`config.mk`:
```
export PLATFORM = sky130hd
export DESIGN_NAME = button_autorepeat_event_queue_unit
export DESIGN_NICKNAME = d
export VERILOG_FILES = /design/src/rtl/baeq_pkg.sv /design/src/rtl/baeq_touch_zone.sv /design/src/rtl/button_autorepeat_event_queue_unit.sv
export VERILOG_INCLUDE_DIRS = /design/src /design/src/rtl
export SDC_FILE = /design/constraint.sdc
export NUM_CORES = 1
export LEC_CHECK = 0
export BUFFER_PORTS_ARGS = -buffer_cell sky130_fd_sc_hd__buf_2
export CORE_UTILIZATION = 50
export CTS_BUF_LIST = sky130_fd_sc_hd__clkbuf_8
export CTS_CLUSTER_DIAMETER = 60
export CTS_CLUSTER_SIZE = 24
export DETAILED_ROUTE_END_ITERATION = 8
export PLACE_DENSITY = 0.66
export RECOVER_POWER = 25
export SLEW_MARGIN = 20
export SYNTH_ARGS = -nofsm -noshare
export SYNTH_HDL_FRONTEND = slang
export SYNTH_HIERARCHICAL = 1
export SYNTH_SLANG_ARGS = --single-unit
```
`constraint.sdc`:
```
create_clock -name clk -period 9.4 [get_ports clk]
set_input_delay 1.41 -clock clk [delete_from_list [all_inputs] [get_ports clk]]
set_output_delay 1.41 -clock clk [all_outputs]
set_load 0.05 [all_outputs]
```
`src/rtl/assert_macros.svh`:
```
// ---------------------------------------------------------------------------
// Assertion macros
// Clocked concurrent assertion wrappers shared by the RTL. Define ASSERT_OFF
// to compile them out.
// ---------------------------------------------------------------------------
`ifndef ASSERT_MACROS_SVH
`define ASSERT_MACROS_SVH

`ifndef ASSERT_OFF

// Property must hold at every clock edge outside reset
`define ASSERT_CLK(label, clk, rst_n, prop, msg) \
	label: assert property (@(posedge clk) disable iff (!rst_n) prop) else $error(msg);

// Expression must never be true outside reset
`define ASSERT_NEVER(label, clk, rst_n, expr, msg) \
	label: assert property (@(posedge clk) disable iff (!rst_n) !(expr)) else $error(msg);

`else

`define ASSERT_CLK(label, clk, rst_n, prop, msg)
`define ASSERT_NEVER(label, clk, rst_n, expr, msg)

`endif

`endif

```
`src/rtl/baeq_pkg.sv`:
```
// ---------------------------------------------------------------------------
// baeq_pkg
// Shared types, codes and constants of the button auto-repeat event queue.
// ---------------------------------------------------------------------------
package baeq_pkg;

	// Event queue geometry
	localparam int QUEUE_DEPTH = 16;
	localparam int QPTR_W      = $clog2(QUEUE_DEPTH);

	// Field widths
	localparam int OP_W    = 2;
	localparam int EV_W    = 4;
	localparam int TOUCH_W = 12;
	localparam int DISP_W  = 10;
	localparam int WIN_W   = 12;
	localparam int MS_W    = 16;
	localparam int TIME_W  = 32;
	localparam int CIDX_W  = 3;
	localparam int CDATA_W = 16;

	// Operation codes
	localparam logic [OP_W-1:0] OP_POLL    = 2'd0;
	localparam logic [OP_W-1:0] OP_PRESS   = 2'd1;
	localparam logic [OP_W-1:0] OP_RELEASE = 2'd2;
	localparam logic [OP_W-1:0] OP_TOUCH   = 2'd3;

	// Event codes
	localparam logic [EV_W-1:0] EV_NONE     = 4'd0;
	localparam logic [EV_W-1:0] EV_PLAY     = 4'd1;
	localparam logic [EV_W-1:0] EV_PREV     = 4'd2;
	localparam logic [EV_W-1:0] EV_NEXT     = 4'd3;
	localparam logic [EV_W-1:0] EV_VOL_DOWN = 4'd7;
	localparam logic [EV_W-1:0] EV_BACK     = 4'd8;
	localparam logic [EV_W-1:0] EV_LAST     = 4'd9;

	// Configuration register indexes
	localparam logic [CIDX_W-1:0] REG_DISP_W    = 3'd0;
	localparam logic [CIDX_W-1:0] REG_DISP_H    = 3'd1;
	localparam logic [CIDX_W-1:0] REG_WIN_W     = 3'd2;
	localparam logic [CIDX_W-1:0] REG_WIN_H     = 3'd3;
	localparam logic [CIDX_W-1:0] REG_REP_DELAY = 3'd4;
	localparam logic [CIDX_W-1:0] REG_REP_RATE  = 3'd5;

	// Configuration reset values
	localparam logic [DISP_W-1:0] RST_DISP_W    = 10'd320;
	localparam logic [DISP_W-1:0] RST_DISP_H    = 10'd240;
	localparam logic [WIN_W-1:0]  RST_WIN_W     = 12'd320;
	localparam logic [WIN_W-1:0]  RST_WIN_H     = 12'd240;
	localparam logic [MS_W-1:0]   RST_REP_DELAY = 16'd260;
	localparam logic [MS_W-1:0]   RST_REP_RATE  = 16'd90;

	// Touch zone percentages
	localparam int PCT_BACK = 18;
	localparam int PCT_PREV = 30;
	localparam int PCT_NEXT = 70;

	// floor(n/100) = (n * RECIP_100) >> RECIP_SHIFT, exact for n < 91180
	localparam int MUL_W       = 17;
	localparam int RECIP_SHIFT = 23;
	localparam logic [MUL_W-1:0] RECIP_100 = 17'd83887;

	// Touch arithmetic widths
	localparam int PROD_W = TOUCH_W + DISP_W;
	localparam int TH_W   = DISP_W;

	// Status of the touch zone unit
	typedef struct packed {
		logic            busy;
		logic [EV_W-1:0] zone;
	} tz_stat_t;

	// Ring pointer increment
	function automatic logic [QPTR_W-1:0] ring_next(input logic [QPTR_W-1:0] p);
		logic [QPTR_W-1:0] n;
		n = QPTR_W'(p + 1'b1);
		return (p == QPTR_W'(QUEUE_DEPTH - 1)) ? '0 : n;
	endfunction

endpackage

```
`src/rtl/baeq_touch_zone.sv`:
```
// ---------------------------------------------------------------------------
// baeq_touch_zone
// Classifies a touch into back / prev / next / play with one shared
// multiplier stepped through the sequencer steps. Divisions of the scaling
// are replaced by cross-multiplied compares: floor(a/b) < t  <=>  a < t*b.
// ---------------------------------------------------------------------------
`include "assert_macros.svh"

module baeq_touch_zone import baeq_pkg::*; (
	input  logic               clk,
	input  logic               arst_n,
	input  logic               start,
	input  logic [TOUCH_W-1:0] touch_x,
	input  logic [TOUCH_W-1:0] touch_y,
	input  logic [DISP_W-1:0]  display_width,
	input  logic [DISP_W-1:0]  display_height,
	input  logic [WIN_W-1:0]   window_width,
	input  logic [WIN_W-1:0]   window_height,
	output tz_stat_t           stat
);

	// Sequencer steps
	localparam int STEP_W = 4;
	localparam logic [STEP_W-1:0] STEP_AY  = 4'd0;
	localparam logic [STEP_W-1:0] STEP_AX  = 4'd1;
	localparam logic [STEP_W-1:0] STEP_TB  = 4'd2;
	localparam logic [STEP_W-1:0] STEP_TP  = 4'd3;
	localparam logic [STEP_W-1:0] STEP_TN  = 4'd4;
	localparam logic [STEP_W-1:0] STEP_BB  = 4'd5;
	localparam logic [STEP_W-1:0] STEP_BP  = 4'd6;
	localparam logic [STEP_W-1:0] STEP_BN  = 4'd7;
	localparam logic [STEP_W-1:0] STEP_CMP = 4'd8;

	logic              busy_q;
	logic [STEP_W-1:0] step_q;
	logic [TOUCH_W-1:0] x_q, y_q;
	logic [PROD_W-1:0] ay_q, ax_q, bb_q, bp_q, bn_q;
	logic [TH_W-1:0]   tb_q, tp_q, tn_q;
	logic [EV_W-1:0]   zone_q;

	logic [WIN_W-1:0]   ww_eff, wh_eff;
	logic [MUL_W-1:0]   mul_a, mul_b;
	logic [2*MUL_W-1:0] prod;

	// Zero window size counts as one
	assign ww_eff = (window_width  == '0) ? WIN_W'(1) : window_width;
	assign wh_eff = (window_height == '0) ? WIN_W'(1) : window_height;

	// Operand select for the shared multiplier
	always_comb begin
		mul_a = '0;
		mul_b = '0;
		unique case (step_q)
			STEP_AY: begin
				mul_a = MUL_W'(y_q);
				mul_b = MUL_W'(display_height);
			end
			STEP_AX: begin
				mul_a = MUL_W'(x_q);
				mul_b = MUL_W'(display_width);
			end
			STEP_TB: begin
				mul_a = MUL_W'(display_height) * MUL_W'(PCT_BACK);
				mul_b = RECIP_100;
			end
			STEP_TP: begin
				mul_a = MUL_W'(display_width) * MUL_W'(PCT_PREV);
				mul_b = RECIP_100;
			end
			STEP_TN: begin
				mul_a = MUL_W'(display_width) * MUL_W'(PCT_NEXT);
				mul_b = RECIP_100;
			end
			STEP_BB: begin
				mul_a = MUL_W'(tb_q);
				mul_b = MUL_W'(wh_eff);
			end
			STEP_BP: begin
				mul_a = MUL_W'(tp_q);
				mul_b = MUL_W'(ww_eff);
			end
			STEP_BN: begin
				// px > t  <=>  a >= (t+1)*b
				mul_a = MUL_W'(tn_q) + MUL_W'(1);
				mul_b = MUL_W'(ww_eff);
			end
			default: ;
		endcase
	end

	assign prod = mul_a * mul_b;

	// Control: busy flag and step counter
	always_ff @(posedge clk or negedge arst_n) begin
		if (!arst_n) begin
			busy_q <= 1'b0;
			step_q <= STEP_AY;
		end else if (start) begin
			busy_q <= 1'b1;
			step_q <= STEP_AY;
		end else if (busy_q) begin
			if (step_q == STEP_CMP) begin
				busy_q <= 1'b0;
			end else begin
				step_q <= step_q + 1'b1;
			end
		end
	end

	// Datapath registers
	always_ff @(posedge clk) begin
		if (start) begin
			x_q <= touch_x;
			y_q <= touch_y;
		end else if (busy_q) begin
			unique case (step_q)
				STEP_AY: ay_q <= prod[PROD_W-1:0];
				STEP_AX: ax_q <= prod[PROD_W-1:0];
				STEP_TB: tb_q <= prod[RECIP_SHIFT +: TH_W];
				STEP_TP: tp_q <= prod[RECIP_SHIFT +: TH_W];
				STEP_TN: tn_q <= prod[RECIP_SHIFT +: TH_W];
				STEP_BB: bb_q <= prod[PROD_W-1:0];
				STEP_BP: bp_q <= prod[PROD_W-1:0];
				STEP_BN: bn_q <= prod[PROD_W-1:0];
				STEP_CMP: begin
					priority if (ay_q < bb_q) begin
						zone_q <= EV_BACK;
					end else if (ax_q < bp_q) begin
						zone_q <= EV_PREV;
					end else if (ax_q >= bn_q) begin
						zone_q <= EV_NEXT;
					end else begin
						zone_q <= EV_PLAY;
					end
				end
				default: ;
			endcase
		end
	end

	assign stat.busy = busy_q;
	assign stat.zone = zone_q;

	`ASSERT_CLK(a_tz_done_at_cmp, clk, arst_n, $fell(busy_q) |-> ($past(step_q) == STEP_CMP), "touch unit finished before compare step")
	`ASSERT_CLK(a_tz_step_range, clk, arst_n, busy_q |-> (step_q <= STEP_CMP), "touch step counter out of range")

endmodule

```
`src/rtl/button_autorepeat_event_queue_unit.sv`:
```
// ---------------------------------------------------------------------------
// button_autorepeat_event_queue_unit
// Key press / release / touch event handling with typematic auto-repeat and
// a 16-entry event ring; one event popped per poll.
// ---------------------------------------------------------------------------
// Each accepted request is one poll and returns exactly one result on the
// output channel (event_res 0 when the queue is empty). A poll, press or
// release passes from acceptance to result through the sequencer steps: it
// applies the event, checks auto-repeat, reads the queue memory (registered
// read) and loads the output register. A touch first waits in the zone unit,
// whose single shared multiplier forms the scaled coordinates, the zone
// thresholds and the cross products in turn. A new request is taken while a
// previous result still waits in the output register. The ring holds at most
// fifteen events; pushes to a full ring are dropped. Configuration registers
// are written through cfg_wr_en / cfg_index / cfg_data; the user writes them
// only while the block is idle, and the block does not check it.
`include "assert_macros.svh"

module button_autorepeat_event_queue_unit import baeq_pkg::*; (
	input  logic               clk,
	input  logic               arst_n,
	// request channel
	input  logic               in_valid,
	output logic               in_ready,
	input  logic [OP_W-1:0]    operation,
	input  logic [EV_W-1:0]    button,
	input  logic [TOUCH_W-1:0] touch_x,
	input  logic [TOUCH_W-1:0] touch_y,
	input  logic [TIME_W-1:0]  now_ms,
	// result channel
	output logic               out_valid,
	input  logic               out_ready,
	output logic [EV_W-1:0]    event_res,
	// configuration write port
	input  logic               cfg_wr_en,
	input  logic [CIDX_W-1:0]  cfg_index,
	input  logic [CDATA_W-1:0] cfg_data
);

	// Sequencer states
	localparam int ST_W = 3;
	localparam logic [ST_W-1:0] ST_IDLE   = 3'd0;
	localparam logic [ST_W-1:0] ST_EVENT  = 3'd1;
	localparam logic [ST_W-1:0] ST_REPEAT = 3'd2;
	localparam logic [ST_W-1:0] ST_READ   = 3'd3;
	localparam logic [ST_W-1:0] ST_DONE   = 3'd4;

	logic [ST_W-1:0]   state_q;
	logic [QPTR_W-1:0] wp_q, rp_q;
	logic [EV_W-1:0]   held_q;
	logic [TIME_W-1:0] press_time_q, repeat_time_q;
	logic              out_valid_q;
	logic              hit_q;
	logic [EV_W-1:0]   res_q;
	logic [EV_W-1:0]   rd_q;

	// Captured request
	logic [OP_W-1:0]   op_q;
	logic [EV_W-1:0]   btn_q;
	logic [TIME_W-1:0] now_q;

	// Configuration registers
	logic [DISP_W-1:0] disp_w_q, disp_h_q;
	logic [WIN_W-1:0]  win_w_q, win_h_q;
	logic [MS_W-1:0]   rep_delay_q, rep_rate_q;

	logic [EV_W-1:0] event_store [QUEUE_DEPTH];

	logic            mem_we, mem_re;
	logic [EV_W-1:0] mem_wdata;
	logic            ring_full, press_ok, held_rep, rep_due;
	logic            in_acc, out_load, tz_start;
	tz_stat_t        tz_stat;

	assign in_ready  = (state_q == ST_IDLE);
	assign in_acc    = in_valid && in_ready;
	assign tz_start  = in_acc && (operation == OP_TOUCH);
	assign out_load  = (state_q == ST_DONE) && (!out_valid_q || out_ready);
	assign out_valid = out_valid_q;
	assign event_res = res_q;

	// Touch zone classifier
	baeq_touch_zone u_touch (
		.clk            (clk),
		.arst_n         (arst_n),
		.start          (tz_start),
		.touch_x        (touch_x),
		.touch_y        (touch_y),
		.display_width  (disp_w_q),
		.display_height (disp_h_q),
		.window_width   (win_w_q),
		.window_height  (win_h_q),
		.stat           (tz_stat)
	);

	// Queue and repeat conditions
	assign ring_full = (ring_next(wp_q) == rp_q);
	assign press_ok  = (btn_q != EV_NONE) && (btn_q <= EV_LAST);
	assign held_rep  = (held_q >= EV_PREV) && (held_q <= EV_VOL_DOWN);
	assign rep_due   = held_rep
		&& (TIME_W'(now_q - press_time_q)  >= TIME_W'(rep_delay_q))
		&& (TIME_W'(now_q - repeat_time_q) >= TIME_W'(rep_rate_q));

	// Queue memory access per step
	always_comb begin
		mem_we    = 1'b0;
		mem_re    = 1'b0;
		mem_wdata = btn_q;
		unique case (state_q)
			ST_EVENT: begin
				if (!tz_stat.busy) begin
					if (op_q == OP_PRESS && press_ok) begin
						mem_we    = !ring_full;
						mem_wdata = btn_q;
					end else if (op_q == OP_TOUCH) begin
						mem_we    = !ring_full;
						mem_wdata = tz_stat.zone;
					end
				end
			end
			ST_REPEAT: begin
				if (rep_due) begin
					mem_we    = !ring_full;
					mem_wdata = held_q;
				end
			end
			ST_READ: mem_re = (rp_q != wp_q);
			default: ;
		endcase
	end

	// Event ring memory, registered read
	always_ff @(posedge clk) begin
		if (mem_we) begin
			event_store[wp_q] <= mem_wdata;
		end
		if (mem_re) begin
			rd_q <= event_store[rp_q];
		end
	end

	// Request capture and result payload
	always_ff @(posedge clk) begin
		if (in_acc) begin
			op_q  <= operation;
			btn_q <= button;
			now_q <= now_ms;
		end
		if (out_load) begin
			res_q <= hit_q ? rd_q : EV_NONE;
		end
	end

	// Control state, pointers, held key and configuration
	always_ff @(posedge clk or negedge arst_n) begin
		if (!arst_n) begin
			state_q       <= ST_IDLE;
			wp_q          <= '0;
			rp_q          <= '0;
			held_q        <= EV_NONE;
			press_time_q  <= '0;
			repeat_time_q <= '0;
			out_valid_q   <= 1'b0;
			hit_q         <= 1'b0;
			disp_w_q      <= RST_DISP_W;
			disp_h_q      <= RST_DISP_H;
			win_w_q       <= RST_WIN_W;
			win_h_q       <= RST_WIN_H;
			rep_delay_q   <= RST_REP_DELAY;
			rep_rate_q    <= RST_REP_RATE;
		end else begin
			// configuration writes; unknown indexes ignored
			if (cfg_wr_en) begin
				unique case (cfg_index)
					REG_DISP_W:    disp_w_q    <= cfg_data[DISP_W-1:0];
					REG_DISP_H:    disp_h_q    <= cfg_data[DISP_W-1:0];
					REG_WIN_W:     win_w_q     <= cfg_data[WIN_W-1:0];
					REG_WIN_H:     win_h_q     <= cfg_data[WIN_W-1:0];
					REG_REP_DELAY: rep_delay_q <= cfg_data[MS_W-1:0];
					REG_REP_RATE:  rep_rate_q  <= cfg_data[MS_W-1:0];
					default: ;
				endcase
			end

			if (mem_we) begin
				wp_q <= ring_next(wp_q);
			end
			if (mem_re) begin
				rp_q <= ring_next(rp_q);
			end

			// result register: a new load wins over the handshake
			if (out_load) begin
				out_valid_q <= 1'b1;
			end else if (out_ready) begin
				out_valid_q <= 1'b0;
			end

			unique case (state_q)
				ST_IDLE: begin
					if (in_valid) begin
						state_q <= ST_EVENT;
					end
				end
				ST_EVENT: begin
					// touch waits for the zone unit
					if (!tz_stat.busy) begin
						if (op_q == OP_PRESS && press_ok) begin
							held_q        <= btn_q;
							press_time_q  <= now_q;
							repeat_time_q <= now_q;
						end else if (op_q == OP_RELEASE) begin
							held_q <= EV_NONE;
						end
						state_q <= ST_REPEAT;
					end
				end
				ST_REPEAT: begin
					if (rep_due) begin
						repeat_time_q <= now_q;
					end
					state_q <= ST_READ;
				end
				ST_READ: begin
					hit_q   <= (rp_q != wp_q);
					state_q <= ST_DONE;
				end
				ST_DONE: begin
					if (out_load) begin
						state_q <= ST_IDLE;
					end
				end
				default: state_q <= ST_IDLE;
			endcase
		end
	end

	`ASSERT_CLK(a_tz_start_idle, clk, arst_n, tz_start |-> !tz_stat.busy, "touch started while zone unit busy")
	`ASSERT_CLK(a_rp_in_read, clk, arst_n, !$stable(rp_q) |-> ($past(state_q) == ST_READ), "read pointer moved outside read step")
	`ASSERT_CLK(a_out_from_done, clk, arst_n, $rose(out_valid_q) |-> ($past(state_q) == ST_DONE), "result raised outside done step")
	`ASSERT_CLK(a_push_steps, clk, arst_n, mem_we |-> (state_q == ST_EVENT || state_q == ST_REPEAT), "queue write outside push steps")

endmodule
```
**After elaboration in Yosys (flattened, before gate mapping)**

Memories as Yosys holds them, arrays and structs flattened. A register that Yosys moved wholly into a read port is not among the register bits.
Index checks and enable logic that the tools add are counted.

- Multiply operators: 4
- Eq/ne operators: 31
- Bitwise gates (word level): 2
- Magnitude comparators: 8
- Add/subtract/negate cells: 6
- Reduce and logical (&&, ||, !) cells: 44
- Multiplexer cells: 39

Operator list:

| kind | number |
|---|---|
| case mux 17 bit (8 select lines) | 1 |
| two-way mux 32 bit | 3 |
| case mux 17 bit (5 select lines) | 1 |
| greater-or-equal comparator 32 x 16 -> 1 bit | 2 |
| case mux 32 bit (2 select lines) | 1 |
| subtractor 32 bit | 2 |
| two-way mux 4 bit | 12 |
| less-than comparator 22 bit | 2 |
| AND reduction 3 bit | 12 |
| multiplier 17 x 17 -> 33 bit | 1 |
| multiplier 10 x 4 -> 14 bit (second input constant) | 2 |
| zero test 12 bit | 2 |
| two-way mux 12 bit | 2 |
| greater-or-equal comparator 22 bit | 1 |
| equality test 4 x 3 -> 1 bit (second input constant) | 4 |
| multiplier 10 x 6 -> 16 bit (second input constant) | 1 |
| case mux 3 bit (5 select lines) | 1 |
| AND reduction 2 bit | 7 |
| adder 4 x 1 -> 4 bit (second input constant) | 3 |
| equality test 3 x 2 -> 1 bit (second input constant) | 4 |
| equality test 4 bit (second input constant) | 3 |
| two-way mux 1 bit | 12 |
| != test 2 bit (second input constant) | 6 |
| adder 10 x 1 -> 11 bit (second input constant) | 1 |
| other kinds (26) | 48 |

- Bits in writable memories: 64
- Memories kept: 1
- Word-level logic and storage cells: 167
- Flip-flop bits (word level): 372

Memory list:

| memory | words | bits a word | read ports | clocked after memory_dff | write ports | line | RTL |
|---|---|---|---|---|---|---|---|
| event_store | 16 | 4 | 1 | 1 | 1 | button_autorepeat_event_queue_unit.sv:67 | `logic [EV_W-1:0] event_store [QUEUE_DEPTH];` |

**Depth between registers and ports, before layout**

- Depth after elaboration: 10
- Depth in mapped cells: 36

**Hierarchy**

The synthesis kept the hierarchy.

Modules (own cells, without submodules):

| module | area each (sq um) | sequential area each (sq um) | cells an instance | times used |
|---|---|---|---|---|
| baeq_touch_zone | 18,456.5 | 5,139.9 | 1,798 | 1 |
| button_autorepeat_event_queue_unit | 15,275.9 | 7,254.5 | 1,407 | 1 |

**Least setup slack after synthesis**

No wires, ideal clock.

- Kind: reg-to-reg
- Start: register disp_w_q[8]
- End: register u_touch.tb_q[8], data pin
- Stages on the path, launching flop included: 34
- Buffers on the path: 0
- Data arrival time: 8,447 ps
- Setup time: 233 ps
- Path slack: 720 ps
- Clock period less this slack: 8,680 ps
- Cells stage by stage: dfstp_2 inv_1 ha_1 inv_1 ha_1 inv_1 fa_1 inv_1 ha_1 or3_1 o21ai_0 xor2_1 nor2_1 a221o_1 inv_2 nor2_1 fa_1 inv_1 fa_1 inv_1 fa_1 fa_1 fa_1 inv_1 fa_1 inv_1 ha_1 a21oi_1 o21ai_1 a222oi_1 a21oi_1 a222oi_1 a21oi_1 o41ai_1

- Word-level cells in the longest chain between the ends: 3
- Elaborated cells between the ends (all ways): 5
- Those cells by class: 3 x mul; 2 x mux

Ends and longest elaborated chain:

| element | line | RTL |
|---|---|---|
| from (decl) | button_autorepeat_event_queue_unit.sv:63 | `logic [DISP_W-1:0] disp_w_q, disp_h_q;` |
| from (signal assigned) | button_autorepeat_event_queue_unit.sv:175 | `REG_DISP_W: disp_w_q <= cfg_data[DISP_W-1:0];` |
| multiplier 10 x 6 -> 16 bit / multiplier 10 x 4 -> 14 bit (equally long branches) | baeq_touch_zone.sv:71, baeq_touch_zone.sv:67 |  |
| case mux 17 bit (8 select lines) | baeq_touch_zone.sv:53 | `unique case (step_q)` |
| multiplier 17 x 17 -> 33 bit * | baeq_touch_zone.sv:91 | `assign prod = mul_a * mul_b;` |
| via u_touch.prod[31] | baeq_touch_zone.sv:43 | `logic [2*MUL_W-1:0] prod;` |
| to (signal assigned) | baeq_touch_zone.sv:119 | `STEP_TB: tb_q <= prod[RECIP_SHIFT +: TH_W];` |
| to (decl) | baeq_touch_zone.sv:38 | `logic [TH_W-1:0] tb_q, tp_q, tn_q;` |

The timed path passes the listed nets; every way through them passes the cells marked *.
A chain may end at the register's enable or synchronous reset.

**Final worst setup path**

- Start: register disp_w_q[6]
- End: register u_touch.tn_q[8], data pin

- Word-level cells in the longest chain between the ends: 3
- Elaborated cells between the ends (all ways): 5
- Those cells by class: 3 x mul; 2 x mux

Ends and longest elaborated chain:

| element | line | RTL |
|---|---|---|
| multiplier 10 x 6 -> 16 bit / multiplier 10 x 4 -> 14 bit (equally long branches) | baeq_touch_zone.sv:71, baeq_touch_zone.sv:67 |  |
| case mux 17 bit (8 select lines) | baeq_touch_zone.sv:53 |  |
| multiplier 17 x 17 -> 33 bit * | baeq_touch_zone.sv:91 |  |
| via u_touch.prod[31] | baeq_touch_zone.sv:43 |  |
| to (signal assigned) | baeq_touch_zone.sv:121 | `STEP_TN: tn_q <= prod[RECIP_SHIFT +: TH_W];` |
| to (decl) | baeq_touch_zone.sv:38 |  |

Marked as above.

==> flow_metrics.tcl <==
set metrics [dict create \
    critical_path_arrival_ps 9460 \
    clock_skew_ps 66.8 \
    final_antenna_net_count 0 \
    violations "max-capacitance violations, max-slew violations" \
    r2r_setup_slack_ps 330 \
    h-tree-depth 2 \
    maxSlewHeadroom -2.82 \
    dpl.hpwl_um 66200 \
    syn-cell-area_um2 33700 \
    syn_area_per_cell_um2 10.5 \
    grt_overflow 0 \
    r2r_cells 36 \
    cts_tree "yes" \
    synthSimpleGateAreaFrac 0.112 \
    cpMostUsedCell "fa_1" \
    max_freq_mhz 110 \
    crit_family "adder cells" \
    hold_buffers 0 \
    die_area_um2 68500 \
    clkSlewWorstSetupHoldPaths_ps 110 \
    root_buffer "clkbuf_8" \
    drt_pass1_iterations 6 \
    grt_first_pass_wirelength_um 134000 \
    dpl.cell_count 4131 \
    ys_seq_elements 439 \
    syn_to_final_growth_pct 8.93 \
    tightest_slew_ps 5740 \
    fin_nets 3981 \
    period_needed_ps 9070 \
    outcome "finished with violations" \
    via_per_inst 5.71 \
    cts_buffers 42 \
    synth.top_cell.area_share 0.247 \
    hold_class "flip-flop to flip-flop" \
    cpMaxStageDelayCell "dfstp_2" \
    critPathRequiredTime_ps 9790 \
    core_area_um2 66200 \
    clock_path_buffers 3 \
    synth_flop_cell "edfxtp_1" \
    yosysSeqAreaShare 0.367 \
    die_w_um 262 \
    io_buffers 91 \
    synth_fa_ha_area_frac 0.252 \
    min_from "held_q[0]" \
    fp-row-count 94 \
    grt_use_total 0.252 \
    place_congestion 0.978 \
    synth_compound_area_frac 0.119 \
    hold_depth 2 \
    initial_utilization 0.509 \
    startpoint "disp_w_q[6]" \
    drt-initial-drc-count 1825 \
    drv_slew 141 \
    path_max_fanout 6 \
    finalSetupViolations 0 \
    cp.buffers_inverters 10 \
    setup.worst_path.end_class "flip-flop" \
    synth_cell_types 104 \
    drcViolationCount 0 \
    cp.depth 36 \
    synth-edff-count 277 \
    startpoint_type "flip-flop" \
    die_y_um 262 \
    r2r-end "u_touch/tn_q[8]" \
    post-route-period-util 0.965 \
    synthMuxAreaShare 0.0519 \
    vias 24100 \
    synth_nets 3852 \
    cts.sinks 439 \
    yosysTopAreaCell "edfxtp_1" \
    avgRoutedWirePerCell_um 20.0 \
    final_cells 4230 \
    drt-total-wl_um 84500 \
    layout_common_cells "inv_1, ha_1, edfxtp_1" \
    cpPeakStageDelay_ps 600 \
    ys_async_sr_fraction 0.369 \
    post_route_cells_drive_above_1_share 0.140 \
    cap_violations 2 \
    ys_warn_count 6 \
    final_common_cell "inv_1" \
    worstHoldEndpoint "held_q[0]" \
    synth-xor-area-share 0.0264 \
    yosys-top-cells-area "edfxtp_1, ha_1, fa_1" \
    syn_inst 3205 \
    grt_pass1_vias 24600 \
    grt_max_degree 101 \
    fillers 5725 \
    insertion_delay_ps 680 \
    io_pins 92 \
    reg2reg_from "disp_w_q[6]" \
    hold_viol 0 \
    synth_top_family_by_area "adder cells" \
    critical_path_class "flip-flop to flip-flop" \
    grt_antenna_before_repair 2 \
]
-- state kept, by name, indices dropped and copies added (netlist names), 10 cells and up --
register,count
win_h_q,12
u_touch/tb_q,10
press_time_q,32
repeat_time_q,32
rep_rate_q,16
u_touch/x_q,12
u_touch/ay_q,22
u_touch/tp_q,10
win_w_q,12
u_touch/bn_q,22
disp_h_q,10
u_touch/bp_q,22
u_touch/y_q,12
now_q,32
disp_w_q,10
u_touch/bb_q,22
u_touch/ax_q,22
u_touch/tn_q,10
event_store,64
rep_delay_q,16
-- cell families after synthesis --
| logic type | Yosys count |
|---|---|
| flops | 439 |
| mux | 127 |
| fa+ha+maj | 561 |
| xor+xnor | 101 |
| simple gates | 769 |
| compound gates | 596 |
| other cells | 1 |
| buf+inv | 611 |
-- how the worst max path moves through the flow --
stage          slack [ps]              end
2_1_floorplan         720  u_touch/tb_q[8]
3_3_place_gp           90  u_touch/tn_q[8]
3_5_place_dp          -60  u_touch/tb_q[9]
4_1_cts                60  u_touch/tn_q[7]
5_1_grt               -50  u_touch/tn_q[9]
6_report              330  u_touch/tn_q[8]
-- repair_timing --
| action | CTS | global route |
|---|---|---|
| setup endpoints to repair | 6 | 55 |
| setup buffers | 1 | 20 |
| resized for setup | 2 | 57 |
| pin swaps | 1 | 23 |
| cloned | 0 | 2 |
-- area by class of cell --
class | count | area (um2) | share of cell area
clock inverters | 32 | 382 | 0.0104
inverters | 522 | 1960 | 0.0534
repair buffers | 174 | 1060 | 0.0290
flip-flops and latches | 439 | 12400 | 0.337
well taps | 864 | 1080 | 0.0294
multi-input cells | 2155 | 19300 | 0.524
clock buffers | 43 | 592 | 0.0161
diodes | 1 | 2.50 | 0.0000681
-- per-stage QoR --
step / TNS, ps / cell area [um2] / hold slack, ps / worst slack, ps / utilization
finish: 0 / 36700 / 491 / 327 / 0.555
global route: -343 / 36700 / 527 / -53.0 / 0.555
CTS: 0 / 36300 / 493 / 59.7 / 0.549
detailed placement: -327 / 35300 / 469 / -63.6 / 0.534
global placement: 0 / 35300 / 459 / 87.0 / 0.534
floorplan: 0 / 33700 / 440 / 720 / -
-- layer usage --
| layer | track usage | vias up | share of wire |
|---|---|---|---|
| met4 | 0.0951 | 2 | 0.039 |
| met1 | 0.326 | 11900 | 0.42 |
| li1 | - | 11400 | - |
| met3 | 0.0335 | 166 | 0.052 |
| met2 | 0.431 | 703 | 0.48 |
| met5 | 0 | - | 0.00015 |
-- synthesized netlist by cell type, drive strengths merged (10+ instances only) --
library cell and instances:
and2 50, mux4 20, dfrtp 144, nor3 37
clkbuf 52, a22oi 15, o211ai 25, a21o 50
nor3b 10, a22o 14, a31oi 15, a221oi 14
and3 12, dfstp 18, a211o 12, nand3 51
nor4 13, nand2b 33, nor2b 14, and4 13
xnor2 62, a222oi 10, o21ai 149, mux2 97
inv 522, or3 13, a221o 14, o21bai 10
a21oi 153, edfxtp 277, o21a 25, fa 199
nor2 178, xor2 39, ha 362, nand2 267
buf 37, mux2i 10, o31ai 15, a211oi 20
nand4 38
-- worst register-to-register path, delay by kind of cell, from the launching register on --
| kind | cells | cell delay, ps |
|---|---|---|
| flip-flops | 1 | 600 |
| AND/OR/NAND/NOR | 4 | 320 |
| AO/OA/AOI/OAI | 10 | 1800 |
| adder cells (fa/ha/maj) | 11 | 4810 |
| buffers and inverters | 10 | 1070 |
| XOR/XNOR | 1 | 230 |
Power is not shown: default switching activity piles up to over one toggle a cycle in this logic, so the estimate is an artifact.
